`src/cbcd_pkg.sv`:
```
package cbcd_pkg;

    // width of the chunk size / payload counter
    localparam int SizeBits = 32;

    // depth of the token queue between front and back
    localparam int QueueDepth = 2;
    localparam int QueuePtrW  = (QueueDepth > 1) ? $clog2(QueueDepth) : 1;
    localparam int QueueCntW  = $clog2(QueueDepth + 1);

    typedef logic [7:0] byte_t;
    typedef logic [1:0] status_t;
    typedef logic [SizeBits-1:0] size_t;

    localparam status_t StIncomplete = 2'd0;
    localparam status_t StComplete   = 2'd1;
    localparam status_t StMalformed  = 2'd2;

    localparam byte_t ChCr   = 8'h0d;
    localparam byte_t ChLf   = 8'h0a;
    localparam byte_t ChSemi = 8'h3b;

    // classified byte, as handed from the front to the back
    typedef struct packed {
        logic       restart;
        logic       is_cr;
        logic       is_lf;
        logic       is_semi;
        logic       is_hex;
        logic [3:0] hex_val;
    } tok_t;

    typedef enum logic [12:0] {
        PH_LINE     = 13'b0000000000001,
        PH_LINE_CR  = 13'b0000000000010,
        PH_EXT      = 13'b0000000000100,
        PH_EXT_CR   = 13'b0000000001000,
        PH_BAD      = 13'b0000000010000,
        PH_BAD_CR   = 13'b0000000100000,
        PH_DATA     = 13'b0000001000000,
        PH_DATA_CR  = 13'b0000010000000,
        PH_DATA_LF  = 13'b0000100000000,
        PH_TRAIL    = 13'b0001000000000,
        PH_TRAIL_CR = 13'b0010000000000,
        PH_DONE     = 13'b0100000000000,
        PH_ERROR    = 13'b1000000000000
    } phase_t;

    // hex digit decode
    function automatic logic [4:0] hex_decode(input byte_t c);
        logic [4:0] r;
        r = 5'd16;
        if (c >= 8'h30 && c <= 8'h39) r = {1'b0, c[3:0]};
        else if ((c >= 8'h61 && c <= 8'h66) || (c >= 8'h41 && c <= 8'h46))
            r = {1'b0, c[3:0] + 4'd9};
        return r;
    endfunction

endpackage

```
`src/cbcd_in_if.sv`:
```
interface cbcd_in_if;
    logic            valid;
    logic            ready;
    cbcd_pkg::byte_t body_byte;
    logic            first_byte;

    modport source (output valid, output body_byte, output first_byte, input ready);
    modport sink   (input valid, input body_byte, input first_byte, output ready);
endinterface

```
`src/cbcd_out_if.sv`:
```
interface cbcd_out_if;
    logic              valid;
    logic              ready;
    cbcd_pkg::status_t status;

    modport source (output valid, output status, input ready);
    modport sink   (input valid, input status, output ready);
endinterface

```
`src/cbcd_front.sv`:
```
module cbcd_front (
    cbcd_in_if.sink      body,
    output logic         push,
    output cbcd_pkg::tok_t push_tok,
    input  logic         push_ready
);
    import cbcd_pkg::*;

    logic [4:0] hex;

    assign hex        = hex_decode(body.body_byte);
    assign body.ready = push_ready;
    assign push       = body.valid;

    always_comb
    begin
        push_tok.restart = body.first_byte;
        push_tok.is_cr   = (body.body_byte == ChCr);
        push_tok.is_lf   = (body.body_byte == ChLf);
        push_tok.is_semi = (body.body_byte == ChSemi);
        push_tok.is_hex  = ~hex[4];
        push_tok.hex_val = hex[3:0];
    end

endmodule

```
`src/cbcd_queue.sv`:
```
module cbcd_queue (
    input  logic           clk,
    input  logic           rst_n,
    input  logic           push,
    input  cbcd_pkg::tok_t push_tok,
    output logic           push_ready,
    output logic           pop_valid,
    output cbcd_pkg::tok_t pop_tok,
    input  logic           pop
);
    import cbcd_pkg::*;

    tok_t                 slot_reg [QueueDepth];
    logic [QueuePtrW-1:0] wr_ptr_reg, wr_ptr_next;
    logic [QueuePtrW-1:0] rd_ptr_reg, rd_ptr_next;
    logic [QueueCntW-1:0] count_reg, count_next;
    logic                 do_push, do_pop;

    assign push_ready = (count_reg != QueueCntW'(QueueDepth));
    assign pop_valid  = (count_reg != '0);
    assign pop_tok    = slot_reg[rd_ptr_reg];
    assign do_push    = push && push_ready;
    assign do_pop     = pop && pop_valid;

    always_comb
    begin
        wr_ptr_next = wr_ptr_reg;
        rd_ptr_next = rd_ptr_reg;
        count_next  = count_reg;
        if (do_push)
        begin
            wr_ptr_next = (wr_ptr_reg == QueuePtrW'(QueueDepth - 1)) ? '0
                                                                      : wr_ptr_reg + 1'b1;
        end
        if (do_pop)
        begin
            rd_ptr_next = (rd_ptr_reg == QueuePtrW'(QueueDepth - 1)) ? '0
                                                                      : rd_ptr_reg + 1'b1;
        end
        if (do_push && !do_pop)
            count_next = count_reg + 1'b1;
        else if (do_pop && !do_push)
            count_next = count_reg - 1'b1;
    end

    always_ff @(posedge clk or negedge rst_n)
    begin
        if (!rst_n)
        begin
            wr_ptr_reg <= '0;
            rd_ptr_reg <= '0;
            count_reg  <= '0;
        end
        else
        begin
            wr_ptr_reg <= wr_ptr_next;
            rd_ptr_reg <= rd_ptr_next;
            count_reg  <= count_next;
        end
    end

    always_ff @(posedge clk)
    begin
        if (do_push)
            slot_reg[wr_ptr_reg] <= push_tok;
    end

endmodule

```
`src/cbcd_back.sv`:
```
module cbcd_back (
    input  logic           clk,
    input  logic           rst_n,
    input  logic           pop_valid,
    input  cbcd_pkg::tok_t pop_tok,
    output logic           pop,
    cbcd_out_if.source     report
);
    import cbcd_pkg::*;

    phase_t  phase_reg, phase_next;
    size_t   cnt_reg, cnt_next;
    logic    seen_reg, seen_next;
    logic    out_valid_reg;
    status_t status_reg, status_next;

    phase_t  ph;
    size_t   cnt;
    logic    seen;
    phase_t  end_line;

    // take a token whenever the output register is free or being drained
    assign pop           = pop_valid && (!out_valid_reg || report.ready);
    assign report.valid  = out_valid_reg;
    assign report.status = status_reg;

    always_comb
    begin
        ph   = pop_tok.restart ? PH_LINE : phase_reg;
        cnt  = pop_tok.restart ? '0 : cnt_reg;
        seen = pop_tok.restart ? 1'b0 : seen_reg;

        // outcome of a size line closed by cr lf
        if (!seen)
            end_line = PH_ERROR;
        else if (cnt == '0)
            end_line = PH_TRAIL;
        else
            end_line = PH_DATA;

        phase_next = ph;
        cnt_next   = cnt;
        seen_next  = seen;

        case (ph)
            PH_LINE:
            begin
                if (pop_tok.is_cr)
                    phase_next = PH_LINE_CR;
                else if (pop_tok.is_semi)
                    phase_next = seen ? PH_EXT : PH_BAD;
                else if (!pop_tok.is_hex || (|cnt[SizeBits-1 -: 4]))
                    phase_next = PH_BAD;
                else
                begin
                    cnt_next  = {cnt[SizeBits-5:0], pop_tok.hex_val};
                    seen_next = 1'b1;
                end
            end
            PH_LINE_CR:
            begin
                if (pop_tok.is_lf)
                    phase_next = end_line;
                else
                    phase_next = pop_tok.is_cr ? PH_BAD_CR : PH_BAD;
            end
            PH_EXT:
            begin
                if (pop_tok.is_cr)
                    phase_next = PH_EXT_CR;
            end
            PH_EXT_CR:
            begin
                if (pop_tok.is_lf)
                    phase_next = end_line;
                else if (!pop_tok.is_cr)
                    phase_next = PH_EXT;
            end
            PH_BAD:
            begin
                if (pop_tok.is_cr)
                    phase_next = PH_BAD_CR;
            end
            PH_BAD_CR:
            begin
                if (pop_tok.is_lf)
                    phase_next = PH_ERROR;
                else if (!pop_tok.is_cr)
                    phase_next = PH_BAD;
            end
            PH_DATA:
            begin
                cnt_next = cnt - size_t'(1);
                if (cnt == size_t'(1))
                    phase_next = PH_DATA_CR;
            end
            PH_DATA_CR:
            begin
                phase_next = pop_tok.is_cr ? PH_DATA_LF : PH_ERROR;
            end
            PH_DATA_LF:
            begin
                if (pop_tok.is_lf)
                begin
                    phase_next = PH_LINE;
                    cnt_next   = '0;
                    seen_next  = 1'b0;
                end
                else
                    phase_next = PH_ERROR;
            end
            PH_TRAIL:
            begin
                if (pop_tok.is_cr)
                    phase_next = PH_TRAIL_CR;
            end
            PH_TRAIL_CR:
            begin
                if (pop_tok.is_lf)
                    phase_next = PH_DONE;
                else if (!pop_tok.is_cr)
                    phase_next = PH_TRAIL;
            end
            PH_DONE:
            begin
                phase_next = PH_DONE;
            end
            default:
            begin
                phase_next = PH_ERROR;
            end
        endcase

        if (phase_next == PH_DONE)
            status_next = StComplete;
        else if (phase_next == PH_ERROR)
            status_next = StMalformed;
        else
            status_next = StIncomplete;
    end

    always_ff @(posedge clk or negedge rst_n)
    begin
        if (!rst_n)
        begin
            phase_reg     <= PH_LINE;
            cnt_reg       <= '0;
            seen_reg      <= 1'b0;
            out_valid_reg <= 1'b0;
        end
        else
        begin
            if (pop)
            begin
                phase_reg <= phase_next;
                cnt_reg   <= cnt_next;
                seen_reg  <= seen_next;
            end
            if (pop)
                out_valid_reg <= 1'b1;
            else if (report.ready)
                out_valid_reg <= 1'b0;
        end
    end

    always_ff @(posedge clk)
    begin
        if (pop)
            status_reg <= status_next;
    end

endmodule

```
`src/chunked_body_completion_detector.sv`:
```
// Checks HTTP/1.1 chunked body framing, one body byte per item, and returns one
// status item for every byte: incomplete, complete (a zero-size chunk line and a
// following CR LF were seen) or malformed; complete and malformed hold until an
// item with first_byte set restarts the parse. Sustained rate is one byte per
// clock cycle while report.ready stays high. A taken byte's status reaches the
// output register in registered steps: the front classifies the byte into a
// two-entry token queue, and the back end's parse step, with its 32-bit
// size/payload counter, updates the framing state and loads the status register.
// Either side may stall; the queue and output register absorb up to three items in flight.
module chunked_body_completion_detector (
    input  logic       clk,
    input  logic       rst_n,
    cbcd_in_if.sink    body,
    cbcd_out_if.source report
);
    import cbcd_pkg::*;

    logic push, push_ready, pop_valid, pop;
    tok_t push_tok, pop_tok;

    cbcd_front u_front (
        .body       (body),
        .push       (push),
        .push_tok   (push_tok),
        .push_ready (push_ready)
    );

    cbcd_queue u_queue (
        .clk        (clk),
        .rst_n      (rst_n),
        .push       (push),
        .push_tok   (push_tok),
        .push_ready (push_ready),
        .pop_valid  (pop_valid),
        .pop_tok    (pop_tok),
        .pop        (pop)
    );

    cbcd_back u_back (
        .clk       (clk),
        .rst_n     (rst_n),
        .pop_valid (pop_valid),
        .pop_tok   (pop_tok),
        .pop       (pop),
        .report    (report)
    );

endmodule

```
`src/flat_wrapper.sv`:
```
// flat-port wrapper written by rule: the top's interface ports become plain ports
module chunked_body_completion_detector_flat import cbcd_pkg::*;
  (clk, rst_n, body_valid, body_body_byte, body_first_byte, body_ready, report_valid, report_status, report_ready);
  cbcd_in_if body_i ();
  cbcd_out_if report_i ();
  input  logic clk;
  input  logic rst_n;
  input wire logic [$bits(body_i.valid)-1:0] body_valid;
  input wire logic [$bits(body_i.body_byte)-1:0] body_body_byte;
  input wire logic [$bits(body_i.first_byte)-1:0] body_first_byte;
  output wire logic [$bits(body_i.ready)-1:0] body_ready;
  output wire logic [$bits(report_i.valid)-1:0] report_valid;
  output wire logic [$bits(report_i.status)-1:0] report_status;
  input wire logic [$bits(report_i.ready)-1:0] report_ready;
  assign body_i.valid = body_valid;
  assign body_i.body_byte = body_body_byte;
  assign body_i.first_byte = body_first_byte;
  assign body_ready = body_i.ready;
  assign report_valid = report_i.valid;
  assign report_status = report_i.status;
  assign report_i.ready = report_ready;
  chunked_body_completion_detector u_core (.clk(clk), .rst_n(rst_n), .body(body_i), .report(report_i));
endmodule
```
`config.mk`:
```
export PLATFORM = sky130hd
export DESIGN_NAME = chunked_body_completion_detector_flat
export DESIGN_NICKNAME = d
export VERILOG_FILES = /design/src/cbcd_pkg.sv /design/src/cbcd_in_if.sv /design/src/cbcd_out_if.sv /design/src/cbcd_front.sv /design/src/cbcd_queue.sv /design/src/cbcd_back.sv /design/src/chunked_body_completion_detector.sv /design/src/flat_wrapper.sv
export SDC_FILE = /design/constraint.sdc
export NUM_CORES = 1
export LEC_CHECK = 0
export BUFFER_PORTS_ARGS = -buffer_cell sky130_fd_sc_hd__buf_4
export CORE_ASPECT_RATIO = 0.7
export CORE_MARGIN = 4
export CORE_UTILIZATION = 35
export CTS_CLUSTER_DIAMETER = 150
export DETAILED_ROUTE_END_ITERATION = 8
export HOLD_SLACK_MARGIN = 0.15
export PLACE_DENSITY = 0.55
export SYNTH_ARGS = -nofsm -noshare
export SYNTH_HDL_FRONTEND = slang
export SYNTH_SLANG_ARGS = --single-unit
```
`constraint.sdc`:
```
create_clock -name clk -period 3.8 [get_ports clk]
set_input_delay 0.76 -clock clk [delete_from_list [all_inputs] [get_ports clk]]
set_output_delay 0.76 -clock clk [all_outputs]
set_load 0.01 [all_outputs]
```
==> key figures <==
CTS
  • CTS Sinks: 71
  • Clk pin slew, worst setup/hold paths: 0.07 ns
  • # hold bufs at CTS: 0
  • Post-CTS sizing: 0
  • Root Buffer: clkbuf_16
  • Post-CTS Setup Bufs: 0
  • CTS tree: yes
  • Worst-skew pair later-pin latency: 0.34 ns
  • Max clock buf depth: 2
  • H-tree Lvls: 3
  • TritonCTS Buffers: 9

GRT
  • Largest net degree at the start of global routing: 52
  • GRT overflow: 0
  • Vias in the first global route: around 4200
  • Initial antenna violation count: 0
  • GRT Total Usage: between 10% and 20%
  • First-pass GRT wire length: between 20000 and 25000 um

Floorplan
  • Num rows: 35
  • Starting Density: between 30% and 40%
  • Core area: between 10000 and 15000 sq um
  • IO Count: 17
  • Die W: 147.6 um
  • Total die area: 15600 sq um
  • Die height: ~110 um

Drt
  • Residual DRC: 0
  • Vias: roughly 4500
  • Vias per Instance: 6.252
  • Routed wire length: ~14000 um
  • Post-DRT Antenna Nets: 0
  • Initial DRC Count: a little over 600
  • Wire per inst: 20.04 um
  • TritonRoute pass-1 iters: 5

Logic synthesis
  • Synth cell count leaders: dfrtp_1 (50), nand2_1 (50), a21oi_1 (40)
  • Mapped Nets: 543
  • Seq/Total Area, Yosys: 39.36%
  • Synth Cell Area: 4772 sq um
  • Cell variety after synth: just under 80
  • Ys Warns: 0
  • Synth top area share: a little over a quarter
  • Post-synth top flop: dfrtp_1
  • Synth area leaders: dfrtp_1 (26%), edfxtp_1 (13%), a21oi_1 (4.2%), nand2_1 (3.9%), o21ai_0 (3.9%)
  • Syn Area/Cell: 9.107 sq um
  • EDFF count, synth: 20
  • Post-synth top area cell: dfrtp_1
  • Yosys reg bits: 71
  • Synth async-reset ratio: slightly above 70%
  • Mapped Cells: 524

STA
  • Tmin final: 2.973 ns
  • Tcrit/Tclk final: between 70% and 80%
  • FMAX: about 340 MHz
  • Worst setup margin: slightly above 0.8 ns
  • Final setup violation count: 0
  • Relative slew slack: approximately 48%
  • Worst slew pin tran: 0.7719 ns
  • Fin. Hold Viols: 0
  • RSZ-0062 raised after global routing: no
  • Setup TNS Final: 0 ns
  • Fin. max-slew vios: 0
  • Skew final: about 0.0093 ns

Setup path
  • RR Endpoint: u_core.u_back.cnt_reg[14]$_DFFE_PN0P_
  • Max FO, Critical Path: 25
  • Worst reg-to-reg setup slack: approximately 0.83 ns
  • Reg2Reg Depth: 5
  • WP buf/inv: 0
  • Slowest cell on crit path: dfrtp_1
  • Critical path arrival: about 3.2 ns
  • Worst r2r src: u_core.u_queue.rd_ptr_reg$_DFFE_PN0P_
  • Required time of the critical path: 4.05 ns
  • Crit path from: u_core.u_queue.rd_ptr_reg$_DFFE_PN0P_
  • CP max stage delay: approximately 0.77 ns
  • Crit. path cell count: 5
  • Worst setup path class: reg2reg
  • Worst setup EP type: flop
  • Critical path's top delay family: compound AO/OA/AOI/OAI gates
  • Critical-path cell list: mux2_2 > o221ai_2 > nor4_2 > a221oi_1 > o21ai_0
  • Crit start category: flop

Place
  • Placer congestion estimate: 0.9751
  • Place WS: 0.8834 ns
  • DP Wirelength: 10210 um
  • Port buffer count: 16

Flow run
  • Max-Cap Viols: 0

Power and ir drop
  • Worst VDD drop: approximately 0.00029 V
  • PD cells: 750.4 nW/um^2
  • Final Total Pwr: a little over 4000 uW
  • Pleak: ~0.0021 uW

Cells and area
  • Post-layout nets: approximately 550
  • Ant. Diodes: 0
  • P&R area growth vs syn: 13.08%
  • Largest register FFs: 32
  • Share of cells above drive strength 1: between 10 and 15%
  • Fill cells: around 1300

Run status
  • Run status: complete, no violations

Worst hold path
  • Class of the worst hold path: in2async
-- power by group --
group	switching [uW]	leakage (uW)	internal (uW)
combinational	1340	0.00108	681
sequential	229	0.000873	960
clock	379	0.000147	464
total	1940	0.00210	2100
-- placed cells by master, fill, tap and decap left out, types with 8 or more instances in the layout --
cell	count
a21oi_1	40
a31oi_1	12
buf_4	31
clkbuf_16	9
dfrtp_1	50
edfxtp_1	20
inv_1	12
nand2_1	50
nand3_1	16
nand4_1	8
nor2_1	37
nor3_1	16
nor4_1	11
o211ai_1	8
o21ai_0	36
-- metrics by stage --
stage	cell area [sq um]	util (%)	hold slack, ns	std cells
global placement	5102	38.45	0.4804	707
detailed placement	5102	38.45	0.4849	707
CTS	5396	40.67	0.4980	723
floorplan	4772	-	0.4608	524
finish	5396	40.67	0.4736	723
global route	5396	40.67	0.5255	723
-- logic make-up after synthesis --
kind of cell             synth area share [%]
adder cells (fa/ha/maj)                 1.573
flip-flops                              39.36
buffers and inverters                   4.169
XOR/XNOR                                1.652
AO/OA/AOI/OAI                           27.01
multiplexers                            2.963
AND/OR/NAND/NOR                         23.28
-- cell type report --
type / instances / area, sq um / share of cell area [%]
well taps: 185 / 231.5 / 4.289
multi-input cells: 408 / 2715 / 50.31
clock inverters: 7 / 68.82 / 1.275
repair buffers: 31 / 232.7 / 4.313
clock buffers: 9 / 225.2 / 4.173
flip-flops and latches: 71 / 1878 / 34.80
inverters: 12 / 45.04 / 0.8347
-- metal layers --
| metal | part of all wire, % | GRT usage [%] | up-vias |
|---|---|---|---|
| met5 | 0 | 0 | - |
| met4 | 0.97 | 4.056 | 0 |
| met3 | 9.6 | 5.372 | 18 |
| met2 | 41 | 26.04 | 240 |
| met1 | 48 | 28.94 | 2196 |
| li1 | - | - | 2066 |
-- worst max-delay path by stage --
stage                                                   endpoint  slack [ns]
final                      u_core.u_back.cnt_reg[14]$_DFFE_PN0P_        0.83
after global routing       u_core.u_back.cnt_reg[28]$_DFFE_PN0P_        0.62
after CTS                  u_core.u_back.cnt_reg[25]$_DFFE_PN0P_        0.86
after detailed placement   u_core.u_back.cnt_reg[25]$_DFFE_PN0P_        0.88
after global placement     u_core.u_back.cnt_reg[17]$_DFFE_PN0P_        0.91
after floorplan           u_core.u_back.phase_reg[9]$_DFFE_PN0P_        1.03
No activity file was read; power rests on OpenSTA's default activity.
